## src/hdl/pidc_pkg.sv

```systemverilog
// Shared types and constants for the clamped-integral PID core.
// No dependencies; imported by every module of the core.
package pidc_pkg;

	localparam int unsigned SAMPLE_W = 10;
	localparam int unsigned GAIN_W   = 16;
	localparam int unsigned OFFSET_W = 8;
	localparam int unsigned ERR_W    = 11;
	localparam int unsigned INTEG_W  = 14;
	localparam int unsigned DELTA_W  = 12;
	localparam int unsigned DRIVE_W  = 8;
	localparam int unsigned CFG_IDX_W  = 3;
	localparam int unsigned CFG_DATA_W = 16;
	localparam int unsigned ACC_W    = 32;
	localparam int unsigned SCALE_SHIFT = 8;

	localparam logic signed [INTEG_W:0] INTEG_MAX = 15'sd8000;
	localparam logic signed [INTEG_W:0] INTEG_MIN = -15'sd8000;

	typedef enum logic [CFG_IDX_W-1:0] {
		REG_SETPOINT = 3'd0,
		REG_GAIN_P   = 3'd1,
		REG_GAIN_I   = 3'd2,
		REG_GAIN_D   = 3'd3,
		REG_OFFSET   = 3'd4
	} reg_idx_t;

	// One classified sample, as queued between front and back.
	typedef struct packed {
		logic signed [ERR_W-1:0]   err;
		logic signed [INTEG_W-1:0] integ;
		logic signed [DELTA_W-1:0] delta;
	} work_t;

	// Gains and offset consumed by the back end.
	typedef struct packed {
		logic signed [GAIN_W-1:0] kp;
		logic signed [GAIN_W-1:0] ki;
		logic signed [GAIN_W-1:0] kd;
		logic [OFFSET_W-1:0]      offset;
	} coef_t;

endpackage

```

## src/hdl/pidc_front.sv

```systemverilog
// Front end: accept samples, form error, clamped integral and derivative delta.
// Depends on pidc_pkg.
module pidc_front (
	input  logic                          clk,
	input  logic                          arst_n,
	input  logic                          sample_valid,
	output logic                          sample_ready,
	input  logic [pidc_pkg::SAMPLE_W-1:0] sample,
	input  logic [pidc_pkg::SAMPLE_W-1:0] setpoint,
	output logic                          push_valid,
	input  logic                          push_ready,
	output pidc_pkg::work_t               push_data
);
	import pidc_pkg::*;

	logic signed [ERR_W-1:0]   prev_error_q;
	logic signed [INTEG_W-1:0] integral_q;
	logic signed [ERR_W-1:0]   err_w;
	logic signed [INTEG_W:0]   sum_w;
	logic signed [INTEG_W-1:0] clamp_w;
	logic                      take_w;

	assign err_w = signed'({1'b0, setpoint}) - signed'({1'b0, sample});
	assign sum_w = (INTEG_W+1)'(integral_q) + (INTEG_W+1)'(err_w);

	// Saturate the running sum
	always_comb begin
		if (sum_w > INTEG_MAX) begin
			clamp_w = INTEG_W'(INTEG_MAX);
		end else if (sum_w < INTEG_MIN) begin
			clamp_w = INTEG_W'(INTEG_MIN);
		end else begin
			clamp_w = sum_w[INTEG_W-1:0];
		end
	end

	assign sample_ready    = push_ready;
	assign take_w          = sample_valid && push_ready;
	assign push_valid      = sample_valid;
	assign push_data.err   = err_w;
	assign push_data.integ = clamp_w;
	assign push_data.delta = DELTA_W'(err_w) - DELTA_W'(prev_error_q);

	always_ff @(posedge clk or negedge arst_n) begin
		if (!arst_n) begin
			prev_error_q <= '0;
			integral_q   <= '0;
		end else if (take_w) begin
			prev_error_q <= err_w;
			integral_q   <= clamp_w;
		end
	end

endmodule

```

## src/hdl/pidc_fifo.sv

```systemverilog
// Short queue decoupling the front end from the back end.
// Depends on pidc_pkg for the entry type.
module pidc_fifo #(
	parameter int unsigned DEPTH = 2
) (
	input  logic            clk,
	input  logic            arst_n,
	input  logic            push_valid,
	output logic            push_ready,
	input  pidc_pkg::work_t push_data,
	output logic            pop_valid,
	input  logic            pop_ready,
	output pidc_pkg::work_t pop_data
);
	import pidc_pkg::*;

	localparam int unsigned PTR_W = (DEPTH > 1) ? $clog2(DEPTH) : 1;
	localparam int unsigned CNT_W = $clog2(DEPTH + 1);

	work_t            mem_q [DEPTH];
	logic [PTR_W-1:0] wr_ptr_q;
	logic [PTR_W-1:0] rd_ptr_q;
	logic [CNT_W-1:0] count_q;
	logic             push_w;
	logic             pop_w;

	assign push_ready = (count_q != CNT_W'(DEPTH));
	assign pop_valid  = (count_q != '0);
	assign pop_data   = mem_q[rd_ptr_q];
	assign push_w     = push_valid && push_ready;
	assign pop_w      = pop_valid && pop_ready;

	always_ff @(posedge clk) begin
		if (push_w) begin
			mem_q[wr_ptr_q] <= push_data;
		end
	end

	always_ff @(posedge clk or negedge arst_n) begin
		if (!arst_n) begin
			wr_ptr_q <= '0;
			rd_ptr_q <= '0;
			count_q  <= '0;
		end else begin
			if (push_w) begin
				wr_ptr_q <= (wr_ptr_q == PTR_W'(DEPTH - 1)) ? '0 : wr_ptr_q + 1'b1;
			end
			if (pop_w) begin
				rd_ptr_q <= (rd_ptr_q == PTR_W'(DEPTH - 1)) ? '0 : rd_ptr_q + 1'b1;
			end
			case ({push_w, pop_w})
				2'b10:   count_q <= count_q + 1'b1;
				2'b01:   count_q <= count_q - 1'b1;
				default: count_q <= count_q;
			endcase
		end
	end

endmodule

```

## src/hdl/pidc_back.sv

```systemverilog
// Back end: three gain products, then sum, scale by 1/256 and add offset.
// Depends on pidc_pkg.
module pidc_back (
	input  logic                             clk,
	input  logic                             arst_n,
	input  logic                             pop_valid,
	output logic                             pop_ready,
	input  pidc_pkg::work_t                  pop_data,
	input  pidc_pkg::coef_t                  coef,
	output logic                             result_valid,
	input  logic                             result_ready,
	output logic [pidc_pkg::DRIVE_W-1:0]     drive,
	output logic signed [pidc_pkg::ERR_W-1:0]   error_now,
	output logic signed [pidc_pkg::INTEG_W-1:0] integral_now
);
	import pidc_pkg::*;

	localparam int unsigned PP_W = GAIN_W + ERR_W;
	localparam int unsigned PI_W = GAIN_W + INTEG_W;
	localparam int unsigned PD_W = GAIN_W + DELTA_W;

	logic                      v_s1;
	logic signed [PP_W-1:0]    prod_p_s1;
	logic signed [PI_W-1:0]    prod_i_s1;
	logic signed [PD_W-1:0]    prod_d_s1;
	logic signed [ERR_W-1:0]   err_s1;
	logic signed [INTEG_W-1:0] integ_s1;

	logic                      v_s2;
	logic [DRIVE_W-1:0]        drive_s2;
	logic signed [ERR_W-1:0]   err_s2;
	logic signed [INTEG_W-1:0] integ_s2;

	logic                      adv1_w;
	logic                      adv2_w;
	logic signed [ACC_W-1:0]   acc_w;
	logic [ACC_W-1:0]          adj_w;

	assign adv2_w    = !v_s2 || result_ready;
	assign adv1_w    = !v_s1 || adv2_w;
	assign pop_ready = adv1_w;

	// Round toward zero: bias negative sums by 255 before the shift
	assign acc_w = ACC_W'(prod_p_s1) + ACC_W'(prod_i_s1) + ACC_W'(prod_d_s1);
	assign adj_w = acc_w + {{(ACC_W-SCALE_SHIFT){1'b0}}, {SCALE_SHIFT{acc_w[ACC_W-1]}}};

	always_ff @(posedge clk or negedge arst_n) begin
		if (!arst_n) begin
			v_s1 <= 1'b0;
			v_s2 <= 1'b0;
		end else begin
			if (adv1_w) begin
				v_s1 <= pop_valid;
			end
			if (adv2_w) begin
				v_s2 <= v_s1;
			end
		end
	end

	always_ff @(posedge clk) begin
		if (adv1_w && pop_valid) begin
			prod_p_s1 <= PP_W'(coef.kp) * PP_W'(pop_data.err);
			prod_i_s1 <= PI_W'(coef.ki) * PI_W'(pop_data.integ);
			prod_d_s1 <= PD_W'(coef.kd) * PD_W'(pop_data.delta);
			err_s1    <= pop_data.err;
			integ_s1  <= pop_data.integ;
		end
		if (adv2_w && v_s1) begin
			drive_s2 <= adj_w[SCALE_SHIFT +: DRIVE_W] + coef.offset;
			err_s2   <= err_s1;
			integ_s2 <= integ_s1;
		end
	end

	assign result_valid = v_s2;
	assign drive        = drive_s2;
	assign error_now    = err_s2;
	assign integral_now = integ_s2;

endmodule

```

## src/hdl/pid_controller_clamped_integral_core.sv

```systemverilog
// Clamped-integral PID core: one result per sample, one sample per cycle sustained while results are taken.
// Path: an accepted sample is written into the queue, then passes the multiply stage and the output register.
// Throughput: one sample per cycle while result_ready stays high.
// The queue between front and back (FIFO_DEPTH entries) lets each side stall alone.
// Reset (arst_n low, asynchronous) clears config registers, integral, previous error
// and all valid flags; depends on pidc_pkg, pidc_front, pidc_fifo and pidc_back.
module pid_controller_clamped_integral_core #(
	parameter int unsigned FIFO_DEPTH = 2
) (
	input  logic                               clk,
	input  logic                               arst_n,
	input  logic                               cfg_we,
	input  logic [pidc_pkg::CFG_IDX_W-1:0]     cfg_index,
	input  logic [pidc_pkg::CFG_DATA_W-1:0]    cfg_data,
	input  logic                               sample_valid,
	output logic                               sample_ready,
	input  logic [pidc_pkg::SAMPLE_W-1:0]      sample,
	output logic                               result_valid,
	input  logic                               result_ready,
	output logic [pidc_pkg::DRIVE_W-1:0]       drive,
	output logic signed [pidc_pkg::ERR_W-1:0]   error_now,
	output logic signed [pidc_pkg::INTEG_W-1:0] integral_now
);
	import pidc_pkg::*;

	// Configuration registers; the user must write them only while the core is idle, the block does not enforce it
	logic [SAMPLE_W-1:0] setpoint_q;
	coef_t               coef_q;

	// Front-to-queue and queue-to-back transactions
	logic  push_valid;
	logic  push_ready;
	work_t push_data;
	logic  pop_valid;
	logic  pop_ready;
	work_t pop_data;

	// Decode the register write; drop writes to unknown indexes
	always_ff @(posedge clk or negedge arst_n) begin
		if (!arst_n) begin
			setpoint_q <= '0;
			coef_q     <= '0;
		end else if (cfg_we) begin
			unique case (cfg_index)
				REG_SETPOINT: setpoint_q    <= cfg_data[SAMPLE_W-1:0];
				REG_GAIN_P:   coef_q.kp     <= cfg_data[GAIN_W-1:0];
				REG_GAIN_I:   coef_q.ki     <= cfg_data[GAIN_W-1:0];
				REG_GAIN_D:   coef_q.kd     <= cfg_data[GAIN_W-1:0];
				REG_OFFSET:   coef_q.offset <= cfg_data[OFFSET_W-1:0];
				default:      setpoint_q    <= setpoint_q;
			endcase
		end
	end

	// Front: error, saturated integral and derivative delta; owns the loop state
	pidc_front u_front (
		.clk          (clk),
		.arst_n       (arst_n),
		.sample_valid (sample_valid),
		.sample_ready (sample_ready),
		.sample       (sample),
		.setpoint     (setpoint_q),
		.push_valid   (push_valid),
		.push_ready   (push_ready),
		.push_data    (push_data)
	);

	// Queue: hold classified samples while the back end is stalled
	pidc_fifo #(
		.DEPTH (FIFO_DEPTH)
	) u_fifo (
		.clk        (clk),
		.arst_n     (arst_n),
		.push_valid (push_valid),
		.push_ready (push_ready),
		.push_data  (push_data),
		.pop_valid  (pop_valid),
		.pop_ready  (pop_ready),
		.pop_data   (pop_data)
	);

	// Back: multiply, then sum, scale and offset into the output register
	pidc_back u_back (
		.clk          (clk),
		.arst_n       (arst_n),
		.pop_valid    (pop_valid),
		.pop_ready    (pop_ready),
		.pop_data     (pop_data),
		.coef         (coef_q),
		.result_valid (result_valid),
		.result_ready (result_ready),
		.drive        (drive),
		.error_now    (error_now),
		.integral_now (integral_now)
	);

endmodule

```

## config.mk

```make
export PLATFORM = sky130hd
export DESIGN_NAME = pid_controller_clamped_integral_core
export DESIGN_NICKNAME = d
export VERILOG_FILES = /design/src/hdl/pidc_pkg.sv /design/src/hdl/pidc_front.sv /design/src/hdl/pidc_fifo.sv /design/src/hdl/pidc_back.sv /design/src/hdl/pid_controller_clamped_integral_core.sv
export SDC_FILE = /design/constraint.sdc
export NUM_CORES = 2
export LEC_CHECK = 0
export ABC_AREA = 0
export BUFFER_PORTS_ARGS = -buffer_cell sky130_fd_sc_hd__buf_2
export CAP_MARGIN = 25
export CORE_MARGIN = 4
export CORE_UTILIZATION = 50
export CTS_CLUSTER_SIZE = 30
export DETAILED_ROUTE_END_ITERATION = 7
export PLACE_DENSITY = 0.78
export REMOVE_ABC_BUFFERS = 1
export SETUP_SLACK_MARGIN = 0.4
export SLEW_MARGIN = 15
export SYNTH_ARGS = -nofsm -noshare
export SYNTH_HDL_FRONTEND = slang
export SYNTH_SLANG_ARGS = --single-unit
```

## constraint.sdc

```tcl
create_clock -name clk -period 9.6 [get_ports clk]
set_input_delay 0.48 -clock clk [delete_from_list [all_inputs] [get_ports clk]]
set_output_delay 0.48 -clock clk [all_outputs]
set_load 0.1 [all_outputs]
```

# ---- After elaboration in Yosys (flattened, before gate mapping)
# Memories as Yosys holds them, arrays and structs flattened.
# Index checks and enable logic that the tools add are counted.
dict set report classes {
  mul 3
  n_eq_ne 7
  reduce_logical 15
  addsub 11
  magnitude_cmp 2
  n_mux 7
}
# operator count
set op_table {}
lappend op_table {{$add A31 B28 Y32} 1}
lappend op_table {{$add A27 B30 Y31} 1}
lappend op_table {{$mul A16 B14 Y30} 1}
lappend op_table {{$mul A16 B12 Y28} 1}
lappend op_table {{$mux W14} 2}
lappend op_table {{$mul A16 B11 Y27} 1}
lappend op_table {{$add A16 B8 Y16} 1}
lappend op_table {{$add A14 B11 Y15} 1}
lappend op_table {{$gt A15 B14 Y1 const B} 1}
lappend op_table {{$lt A15 B14 Y1 const B} 1}
lappend op_table {{$sub A11 B11 Y12} 1}
lappend op_table {{$sub A10 B10 Y11} 1}
lappend op_table {{$reduce_and A2 Y1} 5}
lappend op_table {{$add A8 B8 Y8} 1}
lappend op_table {{$eq A3 B2 Y1 const B} 2}
lappend op_table {{$mux W1} 4}
lappend op_table {{$pmux W2 S2} 1}
lappend op_table {{$reduce_bool A2 Y1} 2}
lappend op_table {{$eq A3 B1 Y1 const B} 1}
lappend op_table {{$eq A3 B3 Y1 const B} 1}
lappend op_table {{$logic_and A1 B1 Y1} 3}
lappend op_table {{$logic_not A3 Y1} 1}
lappend op_table {{$add A1 B1 Y1 const B} 2}
lappend op_table {{$add A2 B1 Y2 const B} 1}
lappend op_table {{other kinds (6)} 8}
dict set report totals {
  register_bits 240
  out_inout_bits 35
  n_memories 1
  wordCells 66
  ram_bits 74
}
# name depth word_bits rd rd_clocked_by_memory_dff wr line
set memory_table {}
lappend memory_table {u_fifo.mem_q 2 37 1 0 1 pidc_fifo.sv:20} ;# work_t mem_q [DEPTH];

# ---- Longest topological paths before layout
dict set report logic_depth {
  depth_word 6
  ltp_mapped 27
  mapped_depth_nobuf 27
}

# ---- By module
# A second synthesis with hierarchy kept.
dict set report unflattened {
  hier_cells 3421
  hier_area_um2 36475.0
}
# mod cells_each area_per_inst_um2 instances
set modules_own_cells {}
lappend modules_own_cells {pidc_back 2804 28075.7 1}
lappend modules_own_cells {pidc_fifo 132 2947.8 1}
lappend modules_own_cells {pidc_front 341 2836.5 1}
lappend modules_own_cells {pid_controller_clamped_integral_core 144 2615.0 1}

# ---- Worst setup path after synthesis
# Ideal clock, no wire load.
dict set report synth_timing {
  kind {register to register}
  from {register u_back.v_s2, in the netlist u_back.result_valid}
  to {register u_fifo.count_q[1]}
  required_ps 9521
  arrival_time_ps 7651
  setup_time_ps 79
  n_path_buf 0
  path_stages_with_launch 6
  slack_ps 1870
  cell_sequence {dfrtp_1 -> nor2b_1 -> a21oi_1 -> ha_1 -> nor2_1 -> xor2_1}
}
dict set report synth_via {
  elab_chain_len 6
  elab_cells_between_ends 8
}
# element line
set synth_rtl {}
lappend synth_rtl {{start: declaration} pidc_back.sv:29} ;# logic v_s2;
lappend synth_rtl {{start signal: assignment} pidc_back.sv:56} ;# v_s2 <= v_s1;
lappend synth_rtl {{$logic_not A1 Y1 *} pidc_back.sv:39} ;# assign adv2_w = !v_s2 || result_ready;
lappend synth_rtl {{$logic_or A1 B1 Y1 *} pidc_back.sv:39}
lappend synth_rtl {{$logic_or A1 B1 Y1 *} pidc_back.sv:40} ;# assign adv1_w = !v_s1 || adv2_w;
lappend synth_rtl {{$logic_and A1 B1 Y1 *} pidc_fifo.sv:31} ;# assign pop_w = pop_valid && pop_ready;
lappend synth_rtl {{via u_fifo.pop_w} pidc_fifo.sv:25} ;# logic pop_w;
lappend synth_rtl {{$eq A2 B1 Y1 / $eq A2 B2 Y1 (equally long branches)} pidc_fifo.sv:51} ;# case ({push_w, pop_w})
lappend synth_rtl {{$pmux W2 S2 / $reduce_bool A2 Y1 (equally long branches)} n/a}
lappend synth_rtl {{end signal: assignment} pidc_fifo.sv:52} ;# 2'b10: count_q <= count_q + 1'b1;
lappend synth_rtl {{end signal: assignment} pidc_fifo.sv:53} ;# 2'b01: count_q <= count_q - 1'b1;
lappend synth_rtl {{end signal: assignment} pidc_fifo.sv:54} ;# default: count_q <= count_q;
lappend synth_rtl {{end: declaration} pidc_fifo.sv:23} ;# logic [CNT_W-1:0] count_q;
# Mark *: on every way through the listed nets, which the timed path passes. The rest lies on a longest branch.
# A chain may end at the register's enable or synchronous reset.

# ---- Worst setup path in the final report
dict set report layout_timing {
  from {register u_fifo.rd_ptr_q}
  to {register u_back.prod_i_s1[29] (data pin)}
}
dict set report layout_via {
  elab_chain_len 2
}
# element line
set layout_rtl {}
lappend layout_rtl {{start: declaration} pidc_fifo.sv:22} ;# logic [PTR_W-1:0] rd_ptr_q;
lappend layout_rtl {{start signal: assignment} pidc_fifo.sv:49} ;# rd_ptr_q <= (rd_ptr_q == PTR_W'(DEPTH - 1)) ? '0 : rd_ptr_q + 1'b1;
lappend layout_rtl {{$mem_v2 Z2 W37} n/a}
lappend layout_rtl {{$mul A16 B14 Y30} pidc_back.sv:64} ;# prod_i_s1 <= PI_W'(coef.ki) * PI_W'(pop_data.integ);
lappend layout_rtl {{end signal: assignment} pidc_back.sv:64}
lappend layout_rtl {{end: declaration} pidc_back.sv:24} ;# logic signed [PI_W-1:0] prod_i_s1;
# No other way between the ends.

==> results.cfg <==
[timing]
finalSetupTns_ns = 0
max_freq_ghz = 0.129
worst_pin_slew_ns = 1.04
skew_ns = 0.0211
hold_viol = 0
fin_ws_ns = 1.82
slew-limit-headroom = 0.306
setup_viol = 0
finalCriticalPeriod_ns = 7.78
drv_slew = 0
rsz0062_at_grt = false
period_share = 0.810

[worst_setup_path]
reg2reg_to = u_back.prod_i_s1[29]
startpoint_type = flop
critPathCaptureType = flop
rr_worst_depth = 24
required_ns = 9.91
worst_ep_arrival_time_ns = 8.09
crit_fanout = 33
regToRegStartpoint = u_fifo.rd_ptr_q
ff2ff_setup_slack_ns = 1.82
critPathKind = reg2reg

[clocking]
post_cts_buffers = 0
cts_root_buffer = clkbuf_16
h-tree-depth = 2
clkSinkCount = 314
clk_latency_ns = 0.58
clk_pin_slew_ns = 0.06
cts_tree = yes
clock_path_buffers = 3
numCtsBuffers = 40

[min_path]
hp-class = in2reg
whs_path_depth = 3
min_to = u_back.result_valid
hold_path_startpoint = result_ready

[run]
drv_cap = 0

[synth]
synth_top_family_by_area = adder cells
yosysUniqueCellTypes = 73
syn_inst = 3450
async_reset_ff_frac = 0.309
syn_area_um2 = 36300
synth_commonest_cells = 723 x inv_1, 594 x fa_1, 334 x nand2_1
synth_compound_area_frac = 0.0611
ys_seq_area_frac = 0.246
avgSynthCellArea_um2 = 10.5
ys_warn_count = 0
ys_ff_latch = 314
synth-adder-area-share = 0.419
synthMuxAreaShare = 0.0362
synth.area.top_cells = fa_1 33%, edfxtp_1 18%, ha_1 9.1%
synth_top_cell_by_area = fa_1
yosysMostFrequentCell = inv_1
synth_edf_count = 217
yosysTopAreaCellShare = 0.327
ys.flop_type = edfxtp_1
synth-xor-area-share = 0.0321
yosys.area_share.simple = 0.120

[final_layout]
nNetsFinal = 4372
multi_input_area_um2 = 24300
area_growth_pct = 7.58
fin_util = 0.545
finish.instance_area_um2 = 39100
seq_area_um2 = 8940
drive_gt1_frac = 0.0908
nFillCells = 6008

[place]
dp_hpwl_um = 66300
place_ws_ns = 2.08
port_buffers = 68
placed_area_um2 = 37700
place.gp.congestion = 0.892

[global_routing]
first_global_vias = 26200
grt_max_degree = 65
grt_pass1_wl_um = 139000
antenna_found_initial = 7
grt_overflow = 0
gr-usage-all-layers = 0.229

[floorplan]
ios = 69
die_area_um2 = 77000
std_cell_rows = 98
die_h_um = 278
dieWidth_um = 278
initial_core_util = 0.506
core_um2 = 71700

[route]
postRouteAntennaNets = 0
first_iter_violations = 1887
vias_per_cell = 5.46
drc = 0
drt_wl_total_um = 85600
firstDrtPassIters = 5
num_vias = 24400
wire_per_inst_um = 19.2

[run_status]
status = complete, no violations
[flip-flops by register name (all words and copies together) (netlist names), 2 cells and up]
register and cells:
setpoint_q 10, u_back.integ_s1 14, u_front.integral_q 14, u_back.integral_now 14, u_back.err_s1 11, u_back.prod_d_s1 28
u_fifo.mem_q 74, u_front.prev_error_q 11, coef_q 56, u_back.prod_p_s1 27, u_fifo.count_q 2, u_back.prod_i_s1 30
u_back.error_now 11, u_back.drive 8
[area by class of cell]
type	instances	area share
antenna	2	0.000128
clock buffer	52	0.0278
timing repair buffer	91	0.0143
sequential	314	0.229
clock inverter	22	0.00602
tap	950	0.0304
multi-input combinational	2311	0.623
inverter	723	0.0695
[cell usage in the layout, fill, tap and decap left out, types with 21 or more instances in the layout]
| master | count |
|---|---|
| inv_1 | 723 |
| fa_1 | 594 |
| nand2_1 | 333 |
| ha_1 | 263 |
| edfxtp_1 | 217 |
| and2_1 | 173 |
| nor2b_1 | 117 |
| mux2_2 | 108 |
| nor2_1 | 104 |
| xnor2_1 | 101 |
| dfrtp_1 | 97 |
| a21oi_1 | 94 |
| buf_2 | 67 |
| o21ai_0 | 57 |
| clkbuf_16 | 40 |
| a21o_1 | 39 |
| or2_2 | 33 |
| xor2_1 | 32 |
| nor3_1 | 25 |
| nand3_1 | 23 |
| nand2b_1 | 22 |
| buf_4 | 21 |
[worst max path at each step]
stage,startpoint,to
after detailed placement,u_fifo.rd_ptr_q,u_back.prod_i_s1[29]
after global routing,u_fifo.rd_ptr_q,u_back.prod_i_s1[29]
after CTS,u_fifo.rd_ptr_q,u_back.prod_i_s1[29]
after floorplan,u_back.result_valid,u_fifo.count_q[1]
final,u_fifo.rd_ptr_q,u_back.prod_i_s1[29]
after global placement,u_fifo.rd_ptr_q,u_back.prod_i_s1[29]
[layer usage]
metal | GRT usage | share of wire
met1 | 0.289 | 0.39
met2 | 0.386 | 0.48
met3 | 0.0456 | 0.076
met4 | 0.0986 | 0.052
met5 | 0 | 0.00058
[per-stage QoR]
stage               cells  hold slack [ns]
floorplan            3348            0.184
global placement     4386            0.401
CTS                  4462            0.160
finish               4465            0.183
global route         4464            0.190
detailed placement   4387            0.405
[cells by family after synthesis]
family          after synthesis
xor+xnor                    133
fa+ha+maj                   860
flops                       314
compound gates              324
buf+inv                     825
mux                         118
simple gates                876
[what timing repair did]
| item | in CTS | in global routing |
|---|---|---|
| gates resized for setup | 0 | 0 |
| endpoints found under the hold margin | 33 | 0 |
| hold buffers | 1 | 0 |
[critical path: stages, from the launching register on]
cell	delay [ns]
dfrtp_1	0.49
buf_4	0.51
mux2_2	0.51
nand2_1	0.14
fa_1	0.57
inv_1	0.05
fa_1	0.50
inv_1	0.05
fa_1	0.52
inv_1	0.05
fa_1	0.45
fa_1	0.50
inv_1	0.05
fa_1	0.48
inv_1	0.06
ha_1	0.24
nor3_1	0.30
o211ai_1	0.17
o211ai_1	0.30
o221a_2	0.32
o21ai_0	0.14
o41ai_1	0.61
o2111ai_1	0.22
a21oi_1	0.22
xnor2_1	0.08
Power is not shown: default switching activity piles up to over one toggle a cycle in this logic, so the estimate is an artifact.
